===== config.mk =====
export PLATFORM = sky130hd
export DESIGN_NAME = ismu_ram
export DESIGN_NICKNAME = d
export VERILOG_FILES = /design/src/sv/ismu_ram.sv
export SDC_FILE = /design/constraint.sdc
export NUM_CORES = 1
export LEC_CHECK = 0
export BUFFER_PORTS_ARGS = -buffer_cell sky130_fd_sc_hd__buf_2
export CORE_MARGIN = 2
export CORE_UTILIZATION = 37
export DETAILED_ROUTE_END_ITERATION = 10
export GPL_TIMING_DRIVEN = 0
export SLEW_MARGIN = 20
export SYNTH_ARGS = -nofsm -noshare
export SYNTH_HDL_FRONTEND = slang
export SYNTH_SLANG_ARGS = --single-unit

===== constraint.sdc =====
create_clock -name clk -period 2.82 [get_ports clk]
set_clock_uncertainty 0.05 [all_clocks]
set_input_delay 0.846 -clock clk [delete_from_list [all_inputs] [get_ports clk]]
set_output_delay 0.846 -clock clk [all_outputs]
set_load 0.03 [all_outputs]

===== src/sv/ismu_ram.sv =====
// ----------------------------------------------------------------------------
// ismu_ram
// simple dual-port ram, one write and one read port, registered read data
// ----------------------------------------------------------------------------
module ismu_ram #(
	parameter int WIDTH = 8,
	parameter int DEPTH = 16
) (
	input  logic                     clk,
	input  logic                     we,
	input  logic [$clog2(DEPTH)-1:0] waddr,
	input  logic [WIDTH-1:0]         wdata,
	input  logic [$clog2(DEPTH)-1:0] raddr,
	output logic [WIDTH-1:0]         rdata
);

	logic [WIDTH-1:0] mem [DEPTH];

	always_ff @(posedge clk) begin
		if (we) begin
			mem[waddr] <= wdata;
		end
		rdata <= mem[raddr];
	end

endmodule


==> metrics <==
Die W approximately 120 um; dominant synthesized flop cell edfxtp_1; clock sink total approximately 140; via count approximately 2400; Initial Util 37.5%; Slowest-stage cell, CP nor2_1; kind of critical path in -> reg; Setup WS post-layout 0.638 ns; run status complete, no violations; max incr delay on CP 0.66 ns; DR iter-0 viols ~190; sequential share of power 52.7%; number of post-CTS setup repair buffers 0; part of the power in combinational logic 5.6%; Sw Share 20.5%; drt pass-1 iters 4; Least-Margin Pin Slew 0.867 ns; peak supply drop roughly 0.59 mV; initial antenna violation count 0; crit-path max FO 8; crit start category input port; DR WL/cell around 21 um; Clock Power Share 41.7%; fraction of layout cells with a size suffix above 1 27.0%; GRT Max-Usage Layer met2; die area 14900 sq um; share of the synthesized area in the top cell type 74.7%; met2 Use GR 21.7%; vias in the first global route 2424; Max Cap Viol 0; Critical Path RT 2.80 ns; f_max 0.458 GHz; ranking of synthesized cells by area edfxtp_1 75%, mux4_2 7.9%, mux4_1 7.1%, dfxtp_1 3.1%, a22oi_1 2.3%; NumNets Final 290; Async S/R FF share, synth 0%; met3 GRT Util 5.24%; Setup violations, final 0; core footprint between 10000 and 15000 sq um; num rows 43; sequential-to-total area share from yosys stat 77.8%; crit-path cells buf_2 -> or3b_2 -> nor2_1; Max-slew headroom 42.0%; cts bufs inserted 17; GRT met1 Usage 19.9%; Power Dens Cells 721 nW/um^2; drt total wl a little under 10000 um; Placement Cell Area 5510 sq um; FF+latch count, synth 136; synthesized cell area 5150 sq um; Tmin final 2.18 ns; worst slack, placed 0.215 ns; Fin. Hold Viols 0; Final Cell Area around 6000 sq um; worst skew pair latency ~0.41 ns; Hold WC Path Type reg -> reg; largest net degree at the start of global routing 17; global-route wire length before repair approximately 15000 um; Setup crit end kind flip-flop; port bufs 24; internal cell power around 0.0034 W; Slew Limit Fails 0; Post-Syn Nets 247; CP arrival 2.16 ns; PostCTS Resize Cnt 0; CTS tree done; Unique masters post-synth 19; gr ovfl total 0; CTS HTree Levels 4; Pleak 1.98 nW; Die Span Y approximately 120 um; vias per cell 5.18; unrepaired setup endpoints after global routing false; total power 0.00431 W; P_sw roughly 0.0009 W; GRT Total Usage roughly 15%; post-synth top area cell edfxtp_1; DPL Wire Length between 6000 and 7000 um; Area Overhead vs Synth 16.3%; commonest cells in the synthesized netlist 128 x edfxtp_1, 18 x mux4_2, 16 x a22oi_1, 14 x mux4_1, 13 x nor2_1; Synth Warn # 0; Syn Inst Count between 200 and 250; Clock Tree Buf Depth 2; Post-synth EDFFs 128; clock slew at reported path FFs 0.05 ns; Mapped Avg Cell Area 22.5 sq um; routability congestion estimate ~0.8; CTS hold repair buffers 0; DRC 0; clk root buf clkbuf_16; final period utilization 77.4%; Diodes inserted 0; final antenna-violating net count 0; most frequent cell after synthesis edfxtp_1; post-route setup TNS 0 ns; I/O Pins 26
[layout make-up]
type                            instances  area (sq um)
Sequential cell                       136          4000
Clock inverter                         10          40.0
Timing Repair Buffer                   24           120
Tap cell                              180           225
Multi-Input combinational cell         83          1080
Fill cell                            1177          7730
Buffer                                 10          86.3
Clock buffer                           19           433
[cell usage in the layout (no fill, tap or decap)]
| master | netlist | final |
|---|---|---|
| clkinv_1 | 0 | 8 |
| nor3_2 | 0 | 4 |
| edfxtp_1 | 128 | 128 |
| nand2_1 | 9 | 9 |
| clkinv_2 | 0 | 2 |
| mux4_1 | 14 | 14 |
| buf_4 | 1 | 1 |
| clkbuf_16 | 0 | 17 |
| mux4_2 | 18 | 18 |
| buf_2 | 3 | 27 |
| and2b_1 | 1 | 1 |
| nand2b_1 | 2 | 2 |
| dfxtp_1 | 8 | 8 |
| or3b_2 | 1 | 1 |
| and2_1 | 1 | 1 |
| nor2_1 | 13 | 13 |
| clkbuf_1 | 0 | 2 |
| buf_6 | 3 | 3 |
| nand3b_1 | 2 | 2 |
| clkdlybuf4s25_2 | 3 | 3 |
| nand3_1 | 1 | 1 |
| nor2b_1 | 1 | 1 |
| a22oi_1 | 16 | 16 |
[critical path, delay by kind of cell]
kind | cells | cell delay (ns)
simple gates | 2 | 1.18
buf+inv | 1 | 0.13
[logic make-up after synthesis]
| logic type | synth area share [%] |
|---|---|
| simple gates | 3.18 |
| flops | 77.8 |
| buf+inv | 1.68 |
| compound gates | 2.33 |
| mux | 15.0 |
[final timing paths]
| path | start | end | slack [ns] | cells past startpoint |
|---|---|---|---|---|
| min | mem[13][1] | rdata[1] | 0.63 | 3 |
| max | waddr[2] | mem[2][7] | 0.64 | 3 |
| max reg2reg | mem[1][2] | rdata[2] | 1.22 | 3 |
| min reg2reg | mem[13][1] | rdata[1] | 0.63 | 3 |
[power groups by stage]
stage | combinational (W) | clock [W] | sequential, W
final | 0.000244 | 0.00180 | 0.00227
after global routing | 0.000261 | 0.00191 | 0.00227
after CTS | 0.000247 | 0.00183 | 0.00227
after detailed placement | 0.000247 | 0 | 0.00231
after global placement | 0.000241 | 0 | 0.00231
after floorplan | 0.000115 | 0 | 0.00234
[metrics by stage]
| step | cells | hold WS (ns) | util, % |
|---|---|---|---|
| floorplan | 229 | 0.579 | - |
| global placement | 433 | 0.615 | 40.0 |
| detailed placement | 433 | 0.624 | 40.2 |
| CTS | 462 | 0.632 | 43.6 |
| global route | 462 | 0.678 | 43.6 |
| finish | 462 | 0.635 | 43.6 |
[layer usage]
layer | wire length, um | share of wire [%]
met5 | 0 | 0
met4 | 135 | 1.4
met3 | 651 | 6.6
met2 | 4550 | 46
met1 | 4530 | 46
[registers in the layout, indices dropped and copies added, names as in the netlist]
signal	count
rdata	8
mem	128
Note: power is estimated with default switching activity, not from simulation.
